==> src/hw/rtl/gets_ram.sv <==
`default_nettype none
// ----------------------------------------------------------------------------
// gets_ram
// Single-port-write, single-port-read memory with registered read data.
// ----------------------------------------------------------------------------
module gets_ram #(
  parameter int DW = 8,
  parameter int AW = 4
) (
  input  wire logic          clk,
  input  wire logic          we,
  input  wire logic [AW-1:0] waddr,
  input  wire logic [DW-1:0] wdata,
  input  wire logic [AW-1:0] raddr,
  output logic      [DW-1:0] rdata
);

  logic [DW-1:0] mem [0:(1<<AW)-1];

  always_ff @(posedge clk) begin
    if (we) begin
      mem[waddr] <= wdata;
    end
    rdata <= mem[raddr];
  end

endmodule : gets_ram
`default_nettype wire

==> config.mk <==
export PLATFORM = sky130hd
export DESIGN_NAME = gets_ram
export DESIGN_NICKNAME = d
export VERILOG_FILES = /design/src/hw/rtl/gets_ram.sv
export SDC_FILE = /design/constraint.sdc
export NUM_CORES = 1
export LEC_CHECK = 0
export ABC_AREA = 1
export BUFFER_PORTS_ARGS = -buffer_cell sky130_fd_sc_hd__buf_2
export CAP_MARGIN = 20
export CORE_MARGIN = 5
export CORE_UTILIZATION = 55
export CTS_CLUSTER_SIZE = 10
export DETAILED_ROUTE_END_ITERATION = 6
export PLACE_DENSITY = 0.79
export REMOVE_ABC_BUFFERS = 1
export SETUP_SLACK_MARGIN = 0.15
export SLEW_MARGIN = 0
export SYNTH_ARGS = -nofsm -noshare
export SYNTH_HDL_FRONTEND = slang
export SYNTH_SLANG_ARGS = --single-unit
==> constraint.sdc <==
create_clock -name clk -period 1.4 [get_ports clk]
set_clock_uncertainty 0.15 [all_clocks]
set_input_delay 0.28 -clock clk [delete_from_list [all_inputs] [get_ports clk]]
set_output_delay 0.28 -clock clk [all_outputs]
set_load 0.02 [all_outputs]
==> run metrics <==
status finished, violations left; failing checks negative setup slack; Initial Utilization a little under three fifths; routed wire length about 13000 um; CTS tree built; vias in the first global route just under 4000; DP Wirelength roughly 8000 um; Reg2Reg Depth 6; Final #Nets 616; Die Span X 112 um; CP max stage delay approximately 350 ps; clock root buffer clkbuf_8; RePlAce Congestion slightly below 1; Setup TNS -71.9 ps; P_leak ~3 nW; die area 0.0126 sq mm; Yosys top cell by area edfxtp_1; Max clock buf depth 2; critical path depth in cells 1; top cell type's share of synthesized area about two thirds; DRT Pass-1 Iters 7; DRC 0; CP startpoint rdata[0]; Reg2Reg Setup Slack about 200 ps; period utilisation layout 102%; ANT cells 0; H-Tree Depth 4; top cells by area, synth edfxtp_1 67%, nand2_1 11%, nand3_1 8.4%; vias per cell roughly 5.4; first-pass GRT wire length 20900 um; Period minus WS final ~1400 ps; type of origin of the critical path register; grt ovf 0; Worst EP required a little under 1000 ps; WP buf/inv 1; commonest non-fill, non-tap cell in the layout nand2_1; total track usage 21.9%; worst-path cell chain buf_6; Crit. End Element output port; Slew Limit Fails 0; reg2reg end rdata[2]; area of the multi-input gates approximately 0.0012 sq mm; Hold Violations, Final 0; Placement Rows 37; core area approximately 0.01 sq mm; HP Class input pin to register; total number of vias 4056; Max VDD drop 0.882 mV; P per Cell Area approximately 1400 mW/mm^2; die span in y between 100 and 150 um; starting DRC count in detailed routing approximately 500; io pins 26; clk slew on worst S/H paths around 60 ps; FF+latch count, synth between 100 and 150; achievable clock frequency roughly 0.70 GHz; crit path capture rdata[0]; YS warnings 0; CTS sink count between 100 and 150; Worst Hold Slack around 7.0 ps; share of cells above drive strength 1 ~15%; final setup vio count 3; IO Port Bufs 25; Post-CTS Setup Inserts 0; worst skew pair latency ~530 ps; Syn-to-layout area delta 19.2%; most frequent cells in the layout 173 x nand2_1, 128 x edfxtp_1, 100 x inv_1; largest net degree at the start of global routing 37; Crit Path Category register to output port; Unique masters post-synth 12; initial antenna violation count 0; sequential-to-total area share from yosys stat between 60% and 70%; Synth Cell Area around 0.0058 sq mm; CP Max Fanout 1; Arr. time, crit path 1000 ps; Register Area around 0.0040 sq mm; worst-margin pin slew ~380 ps; max-capacitance violation count 0; kind of cell adding the most delay to the critical path flip-flops; syn avg cell area 10.5 sq um; fill count between 700 and 800; WL per Instance 17.7 um; fin util roughly 67%; ANT nets after route 0; unrepaired setup endpoints after global routing yes; Crit-path slowest cell dfxtp_2; CTS buffer count 17; Max-Slew Margin vs Limit about 75%; Cells after Synth 551; Worst Slack Setup Final -31.2 ps; Critical R2R Launch mem[8][2]
==> worst min-delay path: stages <==
cell and delay, ps:
buf_2 100, buf_4 150, nand3_1 80, nand2_1 50
==> synthesized netlist by cell type <==
library cell  instances
inv_1               100
inv_2                 2
nand3_1              97
nand3b_1              2
dfxtp_1               8
buf_4                 4
edfxtp_1            128
nor2_1               17
nand2_1             173
buf_6                 6
buf_1                 1
buf_2                13
==> cell families (layout without fill, tap and decap cells) <==
kind of cell,count (synthesis),in the layout,synth area share (%)
buffers and inverters,126,186,9.52
flip-flops,136,136,69.4
AND/OR/NAND/NOR,289,289,21.0
==> final cells by class <==
class / instances / share of cell area [%]
clock inverters: 14 / 2.89
multi-input cells: 289 / 17.7
well taps: 136 / 2.47
clock buffers: 18 / 6.08
repair buffers: 52 / 6.95
inverters: 102 / 5.57
flip-flops and latches: 136 / 58.4
==> sequential cells by signal, summed over array words and instances (netlist names) <==
register  cells
mem         128
rdata         8
==> metal layers <==
layer  GRT usage (%)  vias to the layer above  wire length [um]
met4            7.45                        0               359
met3            4.80                       43              1350
met1            30.2                     1884              5120
met2            34.8                      260              6380
li1                -                     1869                 -
met5               0                        -                 0
==> power breakdown <==
group          switching (W)  leakage [nW]  internal, W
Combinational       0.000434          1.48     0.000232
Clock                0.00172         0.288      0.00291
Sequential         0.0000369          1.22      0.00456
Total                0.00219          3.00      0.00769
==> stage by stage <==
step                setup WS [ps]  instance area, sq um  power [W]  std cells
floorplan                   -10.5                  5600    0.00494        527
global placement            -43.5                  6200    0.00527        715
detailed placement           -106                  6200    0.00529        715
CTS                         -33.4                  6880    0.00990        747
global route                -46.7                  6880     0.0102        747
finish                      -31.2                  6880    0.00989        747
==> worst min path at each step <==
stage               startpoint   endpoint  slack (ps)  depth (start not counted)
floorplan             wdata[0]  mem[0][0]         230                          0
global placement    mem[12][1]   rdata[1]         490                          6
detailed placement  mem[13][1]   rdata[1]         500                          6
CTS                   raddr[3]   rdata[1]         0.6                          4
global route          wdata[6]  mem[4][6]           8                          1
finish                raddr[3]   rdata[6]           7                          4
==> repair_timing <==
item / CTS / global route
hold buffers: 0 / 0
gates resized for setup: 24 / 0
endpoints found under the setup margin: 8 / 8
(Power assumes the default switching activity.)
