[src/hw/rtl/gets_pkg.sv]
`default_nettype none
// ----------------------------------------------------------------------------
// gets_pkg
// Shared constants and codes for the toggleable-edge shortest path block.
// ----------------------------------------------------------------------------
package gets_pkg;

  localparam int NODE_COUNT_DEF  = 64;
  localparam int WEIGHT_BITS_DEF = 16;

  localparam int NODE_FIELD_BITS = 6;
  localparam int IN_WEIGHT_BITS  = 16;
  localparam int CMD_BITS        = 3;
  localparam int STATUS_BITS     = 3;
  localparam int DIST_BITS       = 22;

  localparam logic [DIST_BITS-1:0] DIST_MAX = {DIST_BITS{1'b1}};

  localparam logic [CMD_BITS-1:0] CMD_ADD    = 3'd0;
  localparam logic [CMD_BITS-1:0] CMD_TOGGLE = 3'd1;
  localparam logic [CMD_BITS-1:0] CMD_STATUS = 3'd2;
  localparam logic [CMD_BITS-1:0] CMD_CONN   = 3'd3;
  localparam logic [CMD_BITS-1:0] CMD_DIST   = 3'd4;

  localparam logic [STATUS_BITS-1:0] STAT_DONE     = 3'd0;
  localparam logic [STATUS_BITS-1:0] STAT_OPEN     = 3'd1;
  localparam logic [STATUS_BITS-1:0] STAT_CLOSED   = 3'd2;
  localparam logic [STATUS_BITS-1:0] STAT_NO_EDGE  = 3'd3;
  localparam logic [STATUS_BITS-1:0] STAT_CONN     = 3'd4;
  localparam logic [STATUS_BITS-1:0] STAT_NOT_CONN = 3'd5;

endpackage : gets_pkg
`default_nettype wire

[src/hw/rtl/gets_alu.sv]
`default_nettype none
// ----------------------------------------------------------------------------
// gets_alu
// Shared saturating add and less-than compare used by scan and relax steps.
// ----------------------------------------------------------------------------
module gets_alu #(
  parameter int WB = gets_pkg::WEIGHT_BITS_DEF
) (
  input  wire logic [gets_pkg::DIST_BITS-1:0] base,
  input  wire logic [WB-1:0]                  addend,
  input  wire logic [gets_pkg::DIST_BITS-1:0] limit,
  output logic      [gets_pkg::DIST_BITS-1:0] sum,
  output logic                                less
);
  import gets_pkg::*;

  localparam int SW = ((WB > DIST_BITS) ? WB : DIST_BITS) + 1;

  logic [SW-1:0] full;

  always_comb begin
    full = SW'(base) + SW'(addend);
    if (full > SW'(DIST_MAX)) begin
      sum = DIST_MAX;
    end else begin
      sum = full[DIST_BITS-1:0];
    end
    less = (sum < limit);
  end

endmodule : gets_alu
`default_nettype wire

[config.mk]
export PLATFORM = sky130hd
export DESIGN_NAME = gets_alu
export DESIGN_NICKNAME = d
export VERILOG_FILES = /design/src/hw/rtl/gets_pkg.sv /design/src/hw/rtl/gets_alu.sv
export SDC_FILE = /design/constraint.sdc
export NUM_CORES = 1
export LEC_CHECK = 0
export ABC_AREA = 0
export BUFFER_PORTS_ARGS = -buffer_cell sky130_fd_sc_hd__buf_2
export CORE_ASPECT_RATIO = 1.75
export CORE_UTILIZATION = 35
export DETAILED_ROUTE_END_ITERATION = 8
export GPL_TIMING_DRIVEN = 0
export PLACE_DENSITY = 0.64
export SLEW_MARGIN = 20
export SYNTH_ARGS = -nofsm -noshare
export SYNTH_HDL_FRONTEND = slang
export SYNTH_SLANG_ARGS = --single-unit
[constraint.sdc]
create_clock -name vclk -period 5.5
set_clock_uncertainty 0.1 [all_clocks]
set_input_delay 1.1 -clock vclk [all_inputs]
set_output_delay 1.1 -clock vclk [all_outputs]
set_load 0.01 [all_outputs]
==> results of run 1 <==
report_power, final:
part	leakage, nW	switching, mW	total (mW)	internal, mW
clock network	0	0	0	0
registers	0	0	0	0
logic	1.41	0.172	0.326	0.154
cell families (layout without fill, tap and decap cells):
| logic type | Yosys count | in the layout |
|---|---|---|
| buffers and inverters | 32 | 138 |
| XOR/XNOR | 10 | 10 |
| adder cells (fa/ha/maj) | 38 | 38 |
| multiplexers | 3 | 3 |
| AO/OA/AOI/OAI | 78 | 78 |
| AND/OR/NAND/NOR | 86 | 86 |
layer usage:
metal	up-vias	share of wire, %	global-route usage [%]
met5	-	0	0
met4	0	2.8	6.25
met3	12	3.7	0.543
met2	68	59	46.1
met1	1001	34	17.9
li1	1132	-	-
worst min-delay path, cell delays in order:
cell                     delay, ns
sky130_fd_sc_hd__buf_2        0.09
sky130_fd_sc_hd__mux2_2       0.16
sky130_fd_sc_hd__buf_2        0.12
per-stage QoR:
step           hold WS, ns  TNS [ns]  power [mW]  utilization, %
2_1_floorplan         2.26         0       0.193               -
3_3_place_gp          2.48    -0.561       0.283            47.7
3_5_place_dp          2.48    -0.565       0.288            47.7
4_1_cts               2.48    -0.190       0.318            52.1
5_1_grt               2.49    -0.282       0.363            53.2
6_report              2.48    -0.154       0.326            53.2
repair_timing:
item                                   4_1_cts  5_1_grt
setup endpoints to repair                    1        2
pin swaps                                    9        4
hold buffers                                 0        0
cloned                                       0        0
gates resized for setup                     13        5
setup buffers                               21        4
endpoints found under the hold margin        0        0
layout by cell type (no fill, tap or decap), drive strengths merged, types with 3 or more instances in the layout:
master,n
a211oi,6
buf,109
nand4,9
o221ai,3
ha,37
nand2,34
and3,4
and4,3
nand3,8
o21ai,11
o31ai,3
inv,29
a21o,13
a211o,3
nor3,3
nor2,13
xnor2,8
a21oi,24
nand2b,4
or3,3
how the worst max path moves through the flow:
stage,start,to,cells after the start
detailed placement,base[0],less,17
floorplan,base[0],less,15
CTS,addend[0],less,17
global route,addend[0],less,17
finish,addend[0],less,17
global placement,base[0],less,16
final cells by class:
type                            count  area [µm²]
Buffer                              3        21.3
Fill cell                         485        2200
Inverter                           29         109
Multi-Input combinational cell    215        1680
Tap cell                           52        65.1
Timing Repair Buffer              106         629
==> impl_metrics.sql, run 1 <==
INSERT INTO impl_metrics (metric_group, metric, value, unit) VALUES
('layout', 'register_area', '0', 'µm²'),
('worst_setup_path', 'slowest_stage', 'sky130_fd_sc_hd__fa_2', ''),
('layout', 'layout-drive-gt1-share', '37.1', '%'),
('die', 'die_w', '55.3', 'µm'),
('layout', 'final_cells', '405', ''),
('placement', 'numPlacedInstances', '382', ''),
('yosys', 'netlist-cell-type-count', '52', ''),
('die', 'design.core.area', '0.00471', 'mm²'),
('sta', 'fin_ws', '-0.154', 'ns'),
('worst_setup_path', 'critPathMaxStageDelay', '0.35', 'ns'),
('sta', 'final_report_setup_violation_count', '1', ''),
('sta', 'worstMarginPinSlew', '0.409', 'ns'),
('yosys', 'synth-adder-area-share', '27.8', '%'),
('yosys', 'synth.largest_area_cell', 'sky130_fd_sc_hd__ha_1', ''),
('global_route', 'grt_antenna_before_repair', '0', ''),
('yosys', 'synth_top_cell_area_share', '26.6', '%'),
('layout', 'final.clkbuf_count', '0', ''),
('placement', 'dpl_cell_area', '0.00224', 'mm²'),
('placement', 'place.gp.congestion', '0.857', ''),
('global_route', 'first_global_vias', '2138', ''),
('sta', 'timing_max_transition_violations_final', '0', ''),
('placement', 'post-place-ws', '-0.565', 'ns'),
('worst_setup_path', 'worstSetupPathType', 'in -> out', ''),
('die', 'die_y', '95.2', 'µm'),
('sta', 'fmaxAchievable', '177', 'MHz'),
('worst_setup_path', 'crit_buf_inv', '2', ''),
('yosys', 'synth.most_common_cell', 'sky130_fd_sc_hd__ha_1', ''),
('routing', 'route.detailed.vias_per_inst', '5.46', ''),
('yosys', 'synth-compound-area-share', '32.6', '%'),
('worst_setup_path', 'worst-endpoint-required', '4.30', 'ns'),
('die', 'row_count', '33', ''),
('routing', 'wire_per_inst', '13.6', 'µm'),
('global_route', 'grt_first_pass_wirelength', '8790', 'µm'),
('yosys', 'netlist_top_cells_count', 'sky130_fd_sc_hd__ha_1, sky130_fd_sc_hd__nand2_1, sky130_fd_sc_hd__inv_1, sky130_fd_sc_hd__a21oi_1', ''),
('pwr', 'ir_drop', '0.0775', 'mV'),
('worst_hold_path', 'holdPathEnd', 'sum[21]', ''),
('layout', 'design_area', '0.00250', 'mm²'),
('yosys', 'netlist_top_cells_area', 'sky130_fd_sc_hd__ha_1, sky130_fd_sc_hd__nand2_1, sky130_fd_sc_hd__a21oi_1, sky130_fd_sc_hd__inv_1, sky130_fd_sc_hd__a21o_1', ''),
('routing', 'ant_nets', '0', ''),
('worst_setup_path', 'chain_of_cells_forming_the_critical_path', 'buf_6, ha_4, fa_2, a211oi_2, o21ai_2, nand4_2, a21oi_4, o31ai_4, nand4_1, ha_1, a21o_1, a21o_1, a221o_1, a221oi_2, o31ai_1, a211oi_2, buf_2', ''),
('sta', 'rsz0062_at_grt', 'true', ''),
('sta', 'final_period_minus_worst_setup_slack', '5.65', 'ns'),
('yosys', 'synth_xor_xnor_area_share', '5.04', '%'),
('sta', 'final_min_period_over_clock_period', '103', '%'),
('yosys', 'muxShareOfSynthArea', '1.87', '%'),
('worst_setup_path', 'worst_setup_path_start_kind', 'input pin', ''),
('routing', 'drt-total-wl', '5520', 'µm'),
('global_route', 'grtUsageTotal', '20.1', '%'),
('worst_hold_path', 'hold_path.class', 'in -> out', ''),
('routing', 'post-route-drc-count', '0', ''),
('worst_setup_path', 'critPathArrivalTime', '4.45', 'ns'),
('layout', 'seq_cells', '0', ''),
('worst_setup_path', 'cp_max_fo', '5', ''),
('layout', 'area_growth_from_synthesis_to_final_layout', '44.1', '%'),
('worst_hold_path', 'hold_path_depth', '3', ''),
('worst_setup_path', 'endpoint_kind', 'primary output', ''),
('run_status', 'failed_checks', 'negative setup slack', ''),
('sta', 'hold_viol', '0', ''),
('routing', 'detailedRoute.firstIterationViolations', '46', ''),
('layout', 'antennaDiodeCount', '0', ''),
('run_status', 'outcome', 'complete, but fails checks', ''),
('worst_setup_path', 'cp_top_family', 'compound AO/OA/AOI/OAI gates', ''),
('yosys', 'synth_warn', '0', ''),
('global_route', 'pin_count_of_the_biggest_net_entering_global_routing', '11', ''),
('routing', 'first_pass_iters', '4', ''),
('routing', 'total_vias_in_the_final_route', '2213', ''),
('placement', 'hpwl', '4570', 'µm'),
('worst_hold_path', 'worstHoldStart', 'base[21]', ''),
('placement', 'placement.io_buffers', '83', ''),
('yosys', 'synth.yosys.seq_area_share', '0', '%'),
('yosys', 'avgSynthCellArea', '7.04', 'µm²');
(Power assumes the default switching activity.)
==> run 2: changes to the inputs <==
--- a/config.mk
+++ b/config.mk
@@ -11,7 +11,8 @@
 export CORE_UTILIZATION = 35
 export DETAILED_ROUTE_END_ITERATION = 8
 export GPL_TIMING_DRIVEN = 0
-export PLACE_DENSITY = 0.64
+export PLACE_DENSITY = 0.66
+export SETUP_SLACK_MARGIN = 0.3
 export SLEW_MARGIN = 20
 export SYNTH_ARGS = -nofsm -noshare
 export SYNTH_HDL_FRONTEND = slang
==> run 2 against run 1 <==
The run still ends with negative setup slack left. Global-route usage fell by 0.79 points. Worst setup slack got worse by 0.043 ns. Fmax fell by 0.75%. Cell count fell by 4.2%. Core utilization fell by 3.4 points. Count of clock-buffer cells in the layout did not move. Via count fell by 3.6%. Die area did not move. First-iteration DRC count rose by 46%. Combinational power fell by 9.5%.
==> impl_metrics.sql, run 2 (synthesized netlist as in run 1, its figures left out) <==
INSERT INTO impl_metrics (metric_group, metric, value, unit) VALUES
('pwr', 'leakage_dissipation', '1.30', 'nW'),
('worst_hold_path', 'worstHoldStart', 'base[21]', ''),
('sta', 'relative_max_transition_margin', '68.8', '%'),
('sta', 'timing.hold.ws', '2.48', 'ns'),
('die', 'design.core.area', '0.00471', 'mm²'),
('routing', 'met1Wirelength', '1800', 'µm'),
('global_route', 'grt_antenna_before_repair', '0', ''),
('routing', 'detailedRoute.firstIterationViolations', '67', ''),
('worst_setup_path', 'chain_of_cells_forming_the_critical_path', 'buf_6, ha_4, fa_2, a211oi_2, o21ai_2, nand4_2, a21oi_4, o31ai_4, nand4_1, ha_1, a21o_1, a21o_1, a221o_1, a221oi_2, o31ai_2, a211oi_2, buf_2', ''),
('worst_setup_path', 'worst-endpoint-required', '4.30', 'ns'),
('routing', 'met3_length', '194', 'µm'),
('sta', 'timing_max_transition_violations_final', '0', ''),
('pwr', 'power.density_cell_area', '126', 'mW/mm²'),
('layout', 'finish.net_count', '436', ''),
('routing', 'route.detailed.vias_per_inst', '5.50', ''),
('sta', 'worstMarginPinSlew', '0.465', 'ns'),
('worst_setup_path', 'critPathArrivalTime', '4.50', 'ns'),
('worst_setup_path', 'critPathLaunch', 'base[0]', ''),
('layout', 'area_growth_from_synthesis_to_final_layout', '34.8', '%'),
('worst_hold_path', 'hold_path_depth', '3', ''),
('sta', 'fmaxAchievable', '176', 'MHz'),
('sta', 'final_period_minus_worst_setup_slack', '5.70', 'ns'),
('run_status', 'failed_checks', 'negative setup slack', ''),
('pwr', 'power_report.internal_total', '0.132', 'mW'),
('pwr', 'total_switching_power', '0.163', 'mW'),
('layout', 'n_fill_cell', '507', ''),
('worst_setup_path', 'cp_max_fo', '6', ''),
('layout', 'register_area', '0', 'µm²'),
('sta', 'hold_viol', '0', ''),
('pwr', 'ir_drop', '0.0765', 'mV'),
('layout', 'mostFrequentLayoutCell', 'sky130_fd_sc_hd__buf_2', ''),
('flow_run', 'cap_viol_max_count', '0', ''),
('worst_setup_path', 'endpoint_kind', 'primary output', ''),
('routing', 'highest-signal-layer', 'met4', ''),
('routing', 'total_vias_in_the_final_route', '2134', ''),
('global_route', 'grt_first_pass_wirelength', '8610', 'µm'),
('routing', 'drt-total-wl', '5140', 'µm'),
('routing', 'wire_per_inst', '13.2', 'µm'),
('layout', 'seq_cells', '0', ''),
('die', 'die-area', '0.00526', 'mm²'),
('worst_setup_path', 'critPathMaxStageDelay', '0.35', 'ns'),
('sta', 'final_report_setup_violation_count', '1', ''),
('routing', 'ant_nets', '0', ''),
('pwr', 'clkPwrFrac', '0', '%'),
('die', 'start_util', '36.9', '%'),
('die', 'die_w', '55.3', 'µm'),
('placement', 'placement.io_buffers', '83', ''),
('die', 'i_o_pin_count', '83', ''),
('pwr', 'pwr-share-comb', '100.0', '%'),
('clock_network', 'hold_buffers', '0', ''),
('pwr', 'share_seq_of_total_power', '0', '%'),
('worst_hold_path', 'holdPathEnd', 'sum[21]', ''),
('layout', 'antennaDiodeCount', '0', ''),
('layout', 'layout-drive-gt1-share', '34.2', '%'),
('placement', 'hpwl', '4570', 'µm'),
('global_route', 'pin_count_of_the_biggest_net_entering_global_routing', '11', ''),
('sta', 'final_min_period_over_clock_period', '104', '%'),
('die', 'row_count', '33', ''),
('worst_setup_path', 'slowest_stage', 'sky130_fd_sc_hd__fa_2', ''),
('worst_setup_path', 'worst_setup_path_start_kind', 'input pin', ''),
('die', 'die_y', '95.2', 'µm'),
('routing', 'first_pass_iters', '5', ''),
('pwr', 'p_sw_share', '55.3', '%'),
('global_route', 'grt.overflow.total', '0', ''),
('layout', 'most_used_cells_in_the_layout_excluding_fill_and_tap_cells', 'sky130_fd_sc_hd__buf_2, sky130_fd_sc_hd__ha_1, sky130_fd_sc_hd__nand2_1', ''),
('global_route', 'grtUsageTotal', '19.3', '%'),
('run_status', 'outcome', 'complete, but fails checks', ''),
('routing', 'routed-wl-met2', '3060', 'µm'),
('global_route', 'first_global_vias', '2150', ''),
('routing', 'post-route-drc-count', '0', ''),
('worst_setup_path', 'worstSetupPathType', 'in -> out', ''),
('sta', 'rsz0062_at_grt', 'true', ''),
('placement', 'place.gp.congestion', '0.826', ''),
('layout', 'final.clkbuf_count', '0', ''),
('worst_hold_path', 'hold_path.class', 'in -> out', ''),
('layout', 'finish.utilization', '49.8', '%'),
('sta', 'fin_ws', '-0.197', 'ns');
run 2: changes by cell type in the layout (fill, tap and decap cells not counted):
cell,change
sky130_fd_sc_hd__ha_1,-1
sky130_fd_sc_hd__buf_6,-7
sky130_fd_sc_hd__o31ai_1,-1
sky130_fd_sc_hd__o21ai_0,+1
sky130_fd_sc_hd__buf_2,+1
sky130_fd_sc_hd__buf_4,-11
sky130_fd_sc_hd__and2_4,-1
sky130_fd_sc_hd__nor4b_4,-1
sky130_fd_sc_hd__nor4b_2,+1
sky130_fd_sc_hd__o21ai_1,-1
sky130_fd_sc_hd__and2_1,+1
sky130_fd_sc_hd__o31ai_2,+1
sky130_fd_sc_hd__ha_2,+1
run 2: metrics by stage:
step | cells | setup WS [ns] | TNS (ns) | cell area [µm²] | power [mW]
final | 388 | -0.197 | -0.197 | 2340 | 0.295
after global routing | 388 | -0.383 | -0.383 | 2340 | 0.333
after CTS | 388 | -0.230 | -0.230 | 2320 | 0.295
after detailed placement | 382 | -0.565 | -0.565 | 2240 | 0.288
after global placement | 382 | -0.525 | -0.525 | 2240 | 0.283
after floorplan | 247 | 0.0381 | 0 | 1760 | 0.193
run 2: layer usage:
| layer | GRT usage, % | vias up |
|---|---|---|
| li1 | - | 1092 |
| met1 | 16.6 | 969 |
| met2 | 46.5 | 65 |
| met3 | 0.814 | 8 |
| met4 | 2.50 | 0 |
| met5 | 0 | - |
run 2: final cells by class:
class                           count  area, µm²  area share [%]
Multi-Input combinational cell    215       1680            71.5
Timing Repair Buffer               89        473            20.2
Inverter                           29        109            4.64
Tap cell                           52       65.1            2.78
Buffer                              3       21.3           0.908
run 2: how the worst max path moves through the flow:
stage          slack, ns  depth (start not counted)   end
3_3_place_gp       -0.53                         17  less
6_report           -0.20                         17  less
3_5_place_dp       -0.56                         17  less
5_1_grt            -0.38                         16  less
4_1_cts            -0.23                         17  less
2_1_floorplan       0.04                         15  less
run 2: power by group through the flow:
stage / Sequential, mW / Clock, mW / Combinational [mW]
2_1_floorplan: 0 / 0 / 0.193
3_3_place_gp: 0 / 0 / 0.283
3_5_place_dp: 0 / 0 / 0.288
4_1_cts: 0 / 0 / 0.295
5_1_grt: 0 / 0 / 0.333
6_report: 0 / 0 / 0.295
run 2: repair_timing:
action | 4_1_cts | 5_1_grt
endpoints found under the setup margin | 1 | 1
resized for setup | 6 | 4
pin swaps | 9 | 3
buffers inserted | 6 | 0
run 2: worst max-delay path: cells and delay by family:
| kind | cells | cell delay, ns |
|---|---|---|
| adders and majority gates | 3 | 0.84 |
| buffers and inverters | 2 | 0.26 |
| AOI/OAI and AO/OA | 10 | 1.95 |
| and+or+nand+nor | 2 | 0.33 |
